[src/tbsd_pkg.sv]
// ----------------------------------------------------------------------------
// tbsd_pkg
// Shared types and fixed constants of the triple buffer scrub delay.
// ----------------------------------------------------------------------------
package tbsd_pkg;

    localparam int CFG_W       = 18;      // width of a configuration value
    localparam int CFG_IDX_W   = 2;       // width of a register index
    localparam int GAIN_BITS   = 16;      // crossfade gains are Q1.16
    localparam int RESET_DELAY = 131072;  // delay_len after reset
    localparam int RESET_SPAN  = 4410;    // overlap_len and ramp_len after reset

    localparam logic [1:0] BANK_LAST = 2'd2;  // highest of the three buffers

    typedef enum logic [CFG_IDX_W-1:0] {
        REG_DELAY   = 2'd0,
        REG_OVERLAP = 2'd1,
        REG_RAMP    = 2'd2,
        REG_POWER   = 2'd3
    } t_reg_idx;

    // request strobes towards the sample store
    typedef struct packed {
        logic we;
        logic re;
    } t_mem_ctl;

    // divider status
    typedef struct packed {
        logic busy;
        logic done;
    } t_div_stat;

endpackage

[src/tbsd_div.sv]
// ----------------------------------------------------------------------------
// tbsd_div
// Restoring divider, one quotient bit a cycle, quotient and remainder.
// ----------------------------------------------------------------------------
module tbsd_div import tbsd_pkg::*; #(
    parameter int W = 41
) (
    input  logic         i_clk,
    input  logic         i_rst_n,
    input  logic         i_start,
    input  logic [W-1:0] i_dividend,
    input  logic [W-1:0] i_divisor,
    output t_div_stat    o_stat,
    output logic [W-1:0] o_quotient,
    output logic [W-1:0] o_remainder
);

    localparam int CNT_W = $clog2(W);

    logic [W-1:0]     r_rem;
    logic [W-1:0]     r_quo;
    logic [W-1:0]     r_div;
    logic [CNT_W-1:0] r_cnt;
    logic             r_busy;
    logic             r_done;

    logic [W:0]   trial;
    logic [W:0]   diff;
    logic         fits;
    logic [W-1:0] n_rem;
    logic [W-1:0] n_quo;

    // shift in the next dividend bit, subtract where the divisor fits
    always_comb begin
        trial = {r_rem, r_quo[W-1]};
        diff  = trial - {1'b0, r_div};
        fits  = trial >= {1'b0, r_div};
        n_rem = fits ? diff[W-1:0] : trial[W-1:0];
        n_quo = {r_quo[W-2:0], fits};
    end

    always_ff @(posedge i_clk) begin
        if (!i_rst_n) begin
            r_busy <= 1'b0;
            r_done <= 1'b0;
            r_cnt  <= '0;
        end else begin
            r_done <= 1'b0;
            if (i_start) begin
                r_rem  <= '0;
                r_quo  <= i_dividend;
                r_div  <= i_divisor;
                r_cnt  <= '0;
                r_busy <= 1'b1;
            end else if (r_busy) begin
                r_rem <= n_rem;
                r_quo <= n_quo;
                r_cnt <= r_cnt + CNT_W'(1);
                if (r_cnt == CNT_W'(W - 1)) begin
                    r_busy <= 1'b0;
                    r_done <= 1'b1;
                end
            end
        end
    end

    assign o_stat.busy = r_busy;
    assign o_stat.done = r_done;
    assign o_quotient  = r_quo;
    assign o_remainder = r_rem;

endmodule

[config.mk]
export PLATFORM = sky130hd
export DESIGN_NAME = tbsd_div
export DESIGN_NICKNAME = d
export VERILOG_FILES = /design/src/tbsd_pkg.sv /design/src/tbsd_div.sv
export SDC_FILE = /design/constraint.sdc
export NUM_CORES = 1
export LEC_CHECK = 0
export BUFFER_PORTS_ARGS = -buffer_cell sky130_fd_sc_hd__buf_4
export CAP_MARGIN = 20
export CORE_ASPECT_RATIO = 0.6
export CORE_MARGIN = 3
export CORE_UTILIZATION = 35
export CTS_BUF_LIST = sky130_fd_sc_hd__clkbuf_4 sky130_fd_sc_hd__clkbuf_8
export DETAILED_ROUTE_END_ITERATION = 8
export PLACE_DENSITY = 0.65
export SKIP_CTS_REPAIR_TIMING = 1
export SLEW_MARGIN = 20
export SYNTH_ARGS = -nofsm -noshare
export SYNTH_HDL_FRONTEND = slang
export SYNTH_SLANG_ARGS = --single-unit
[constraint.sdc]
create_clock -name i_clk -period 6.5 [get_ports i_clk]
set_input_delay 0.975 -clock i_clk [delete_from_list [all_inputs] [get_ports i_clk]]
set_output_delay 0.975 -clock i_clk [all_outputs]
set_load 0.02 [all_outputs]
# --- Word-level counts from Yosys, hierarchy flattened ---
# Cells that the tools add are included.
word_totals:
  wordCells: 25
  rom_bits: 0
  output_inout_bits: 84
  latch_bits: 0
  input_bits: 85
  n_memories: 0
  mem_bits_rw: 0
  register_bits: 131
classes:
  reduce_logical: 5
  div: 0
  shifts: 0
  mux: 8
  eq_ne: 1
  magnitude_cmp: 1
  n_addsub: 2
  mul: 0
  n_bitwise: 2
op_table:
  columns: ["op", "n"]
  rows:
  - ["two-way mux 41 bit", 4]
  - [">= comparator 42 x 41 -> 1 bit", 1]
  - ["subtractor 41 bit", 1]
  - ["adder 6 x 1 -> 6 bit (second input constant)", 1]
  - ["== test 6 bit (second input constant)", 1]
  - ["two-way mux 1 bit", 4]
  - ["AND reduction 2 bit", 2]
  - ["OR reduction 3 bit", 1]
  - ["NOT 1 bit", 2]
  - ["nonzero test 2 bit", 1]
  - ["OR reduction 2 bit", 1]

# --- Logic depth before layout (Yosys ltp) ---
depth:
  word_depth: 4
  depth_mapped: 14
  mapped_depth_nobuf: 12

# --- Least setup slack after synthesis ---
# OpenSTA, ideal clock, no wires.
synth_timing:
  kind: "input to register"
  start: "input i_start"
  end: "register r_quo[0] (netlist: o_quotient[0]), enable pin"
  t_arrival_ns: 3.122
  stages: 3
  t_required_ns: 6.053
  path_slack_ns: 2.931
  path_cell_list: "buf_4 > buf_4 > o21a_1"
synth_via:
  elab_chain_cells: 2
synth_rtl:
  columns: ["element", "line_no", "rtl"]
  rows:
  - ["start: declaration", "tbsd_div.sv:10", "input logic i_start,"]
  - ["nonzero test 2 bit (no line)", null, null]
  - ["AND reduction 2 bit (no line)", null, null]
  - ["end signal: assignment", "tbsd_div.sv:51", "r_quo <= i_dividend;"]
  - ["end signal: assignment", "tbsd_div.sv:57", "r_quo <= n_quo;"]
  - ["end: declaration", "tbsd_div.sv:21", "logic [W-1:0] r_quo;"]
# No other way between the ends.
# A chain may end at the register's enable or synchronous reset.

# --- Final worst setup path ---
layout_timing:
  start: "register r_quo[40] (netlist: o_quotient[40])"
  end: "register r_rem[31] (netlist: o_remainder[31]) (data pin)"
layout_via:
  elab_chain_cells: 3
  word_cells_on_any_way: 4
  cone_classes: "add/sub: 1; order compare: 1; mux: 2"
layout_rtl:
  columns: ["element", "line_no", "rtl"]
  rows:
  - ["subtractor 41 bit / >= comparator 42 x 41 -> 1 bit (equally long branches)", "tbsd_div.sv:36, tbsd_div.sv:37", null]
  - ["two-way mux 41 bit (*)", "tbsd_div.sv:38", "n_rem = fits ? diff[W-1:0] : trial[W-1:0];"]
  - ["two-way mux 41 bit (*)", "tbsd_div.sv:55", "end else if (r_busy) begin"]
  - ["end signal: assignment", "tbsd_div.sv:56", "r_rem <= n_rem;"]
  - ["end: declaration", "tbsd_div.sv:20", "logic [W-1:0] r_rem;"]
# Every way passes the cells marked *; elsewhere a longest branch is shown, timed or not. The select of a mux whose other input is x is not followed.

==> results.json <==
{
  "synthAdderAreaFrac": 0.0706,
  "critical_path_arrival_ns": 3.83,
  "finClkSkew_ns": 0.0109,
  "drive_above_1_share": 0.292,
  "synth_compound_area_frac": 0.183,
  "ys_async_sr_fraction": 0,
  "wl_per_cell_um": 18.4,
  "syn_inst": 746,
  "cts.clk_slew.worst_paths_ns": 0.07,
  "dr.pass1.iters": 5,
  "synth.area.top_cells": "edfxtp_1 47%, ha_1 6.8%, mux2_2 5.8%",
  "area_growth_pct": 24.1,
  "cellLeakagePower_uw": 0.00393,
  "ff2ff_setup_slack_ns": 2.86,
  "cp-start-kind": "register",
  "root_buffer": "clkbuf_8",
  "synth_top_family_by_area": "compound AO/OA/AOI/OAI gates",
  "drc": 0,
  "min_period_over_period": 0.560,
  "clk_latency_ns": 0.45,
  "period_needed_ns": 3.64,
  "hold_violations": 0,
  "grt_overflow": 0,
  "whs_path_depth": 2,
  "fin_hold_ws_ns": 0.498,
  "critPathLaunch": "o_quotient[40]",
  "nets": 1029,
  "regArea_mm2": 0.00385,
  "viasPerCell": 5.43,
  "gp_congestion": 0.902,
  "antenna_found_initial": 0,
  "synth_xor_area_frac": 0.0321,
  "synth_top_cell_area_share": 0.467,
  "dp_cells": 1182,
  "synth_edf_count": 123,
  "die_area_mm2": 0.0245,
  "layout_commonest_cell": "buf_4",
  "ys_seq_area_frac": 0.488,
  "grt_max_degree": 64,
  "wirelength_um": 22400,
  "hold_end": "r_cnt[5]",
  "clockBufferDepth": 2,
  "grt_pass1_vias": 6169,
  "num_io_pins": 169,
  "highest_layer": "met4",
  "grt_pass1_wl_um": 34400,
  "crit_chain": "inv_1 > ha_1 > inv_1 > fa_1 > a21oi_2 > o211ai_1 > and3_2 > o21a_4 > o31a_1 > o21a_2 > o21ai_2 > o22ai_1",
  "drtAntennaViolNets": 0,
  "worstMarginPinSlew_ns": 0.806,
  "die_w_um": 200,
  "finalNonFillerCells": 1214,
  "slew_headroom": 0.462,
  "grt_usage": 0.182,
  "max_freq_mhz": 275,
  "cp.required_ns": 6.69,
  "start_util": 0.366,
  "rows": 41,
  "hp-start": "r_cnt[5]",
  "cpMostUsedCell": "inv_1",
  "fin_tns_setup_ns": 0,
  "r2r_cells": 12,
  "synth_mux_area_frac": 0.0610,
  "portBuffers": 168,
  "hpwl_um": 16400,
  "cts_num_sinks": 131,
  "r2r_start": "o_quotient[40]",
  "ir_worst_vdd_mv": 0.134,
  "wl_met3_um": 2210,
  "worstSetupPathType": "register to register",
  "cts_inserted_buffers": 17,
  "tritoncts": "yes",
  "setup_viol": 0,
  "hold_path.class": "register to register",
  "core_area_mm2": 0.0216,
  "yosys_warnings": 0,
  "drv_cap": 0,
  "m1WireLength_um": 11400,
  "syn_area_mm2": 0.00790,
  "diodes": 0,
  "slew_viol_final": 0,
  "critPathMaxFanout": 35,
  "rr_endpoint": "o_remainder[31]",
  "ys_types": 68,
  "synth_nets": 875,
  "syn_avg_cell_area_um2": 10.6,
  "met2_length_um": 8490,
  "final.fill_count": 2083,
  "synth-simple-area-share": 0.111,
  "synth_top_cell_by_area": "edfxtp_1",
  "status": "completed",
  "die_h_um": 122,
  "via_count": 6597,
  "power.density_mw_per_mm2": 258,
  "htree_levels": 4,
  "cp_slowest_cell": "o21a_2",
  "drt-initial-drc-count": 658,
  "rsz0062_at_grt": "false",
  "synthFlopType": "edfxtp_1",
  "final_util": 0.454,
  "cp-end-kind": "register",
  "yosys_register_bits": 131,
  "slowest_delay_ns": 0.47,
  "final_cell_mix": "174 x buf_4, 123 x edfxtp_1, 71 x a21oi_1",
  "multi_input_area_mm2": 0.00364
}
## per-layer routing
| metal | up-vias | GRT usage |
|---|---|---|
| li1 | 3108 | - |
| met3 | 21 | 0.0546 |
| met2 | 320 | 0.234 |
| met4 | 0 | 0.0436 |
| met1 | 3148 | 0.292 |
| met5 | - | 0 |
## worst max-delay path by stage
stage               cells past startpoint  slack [ns]         endpoint
floorplan                               3        2.93    o_quotient[0]
global placement                       13        3.02    o_quotient[0]
detailed placement                     13        2.90    o_quotient[0]
CTS                                    13        2.87    o_quotient[0]
global route                           13        2.69    o_quotient[0]
finish                                 12        2.86  o_remainder[31]
## registers in the layout (all words and copies together), names as in the netlist
| name | count |
|---|---|
| o_quotient | 41 |
| o_remainder | 41 |
| r_div | 41 |
| r_cnt | 6 |
| r_busy | 1 |
| r_done | 1 |
## cell type report
class,instances,share of cell area
inverters,60,0.0230
multi-input cells,516,0.371
clock inverters,11,0.0142
flip-flops and latches,131,0.393
well taps,301,0.0384
clock buffers,21,0.0269
repair buffers,174,0.133
## worst max-delay path: cells and delay by family (launching register included)
family                     cells  cell delay [ns]
buffers and inverters          2             0.13
DFF                            1             0.42
adders and majority gates      2             0.58
AOI/OAI and AO/OA              7             1.99
and+or+nand+nor                1             0.26
## stage by stage
step           setup WS (ns)  instance area [um2]  power [uW]
2_1_floorplan           2.93                 7900        1570
3_3_place_gp            3.02                 9400        1810
3_5_place_dp            2.90                 9400        1810
4_1_cts                 2.87                 9800        2540
5_1_grt                 2.69                 9800        2660
6_report                2.86                 9800        2530
## synth_stat cells, types with 6 or more instances
cell / count
a21oi_1: 71
ha_1: 43
a31oi_1: 7
xnor2_1: 15
edfxtp_1: 123
buf_4: 7
inv_1: 60
and4_1: 6
and3_1: 7
nor3_1: 20
dfxtp_1: 8
o21a_1: 16
mux2_2: 41
nand3_1: 31
o21ai_0: 53
nand2_1: 42
nor2_1: 28
xor2_1: 14
a21o_1: 13
nand4_1: 10
o211ai_1: 9
buf_2: 10
clkbuf_1: 18
a211oi_1: 11
## report_power, final
part / total [uW] / internal (uW) / leakage, uW / switching [uW]
Clock: 719 / 393 / 0.000207 / 326
Combinational: 752 / 308 / 0.00248 / 443
Sequential: 1060 / 1010 / 0.00124 / 46.4
## kinds of logic after synthesis
logic type      Yosys count
compound gates          227
simple gates            173
flops                   131
buf+inv                  99
fa+ha+maj                44
mux                      43
xor+xnor                 29
No activity file was read; power rests on OpenSTA's default activity.
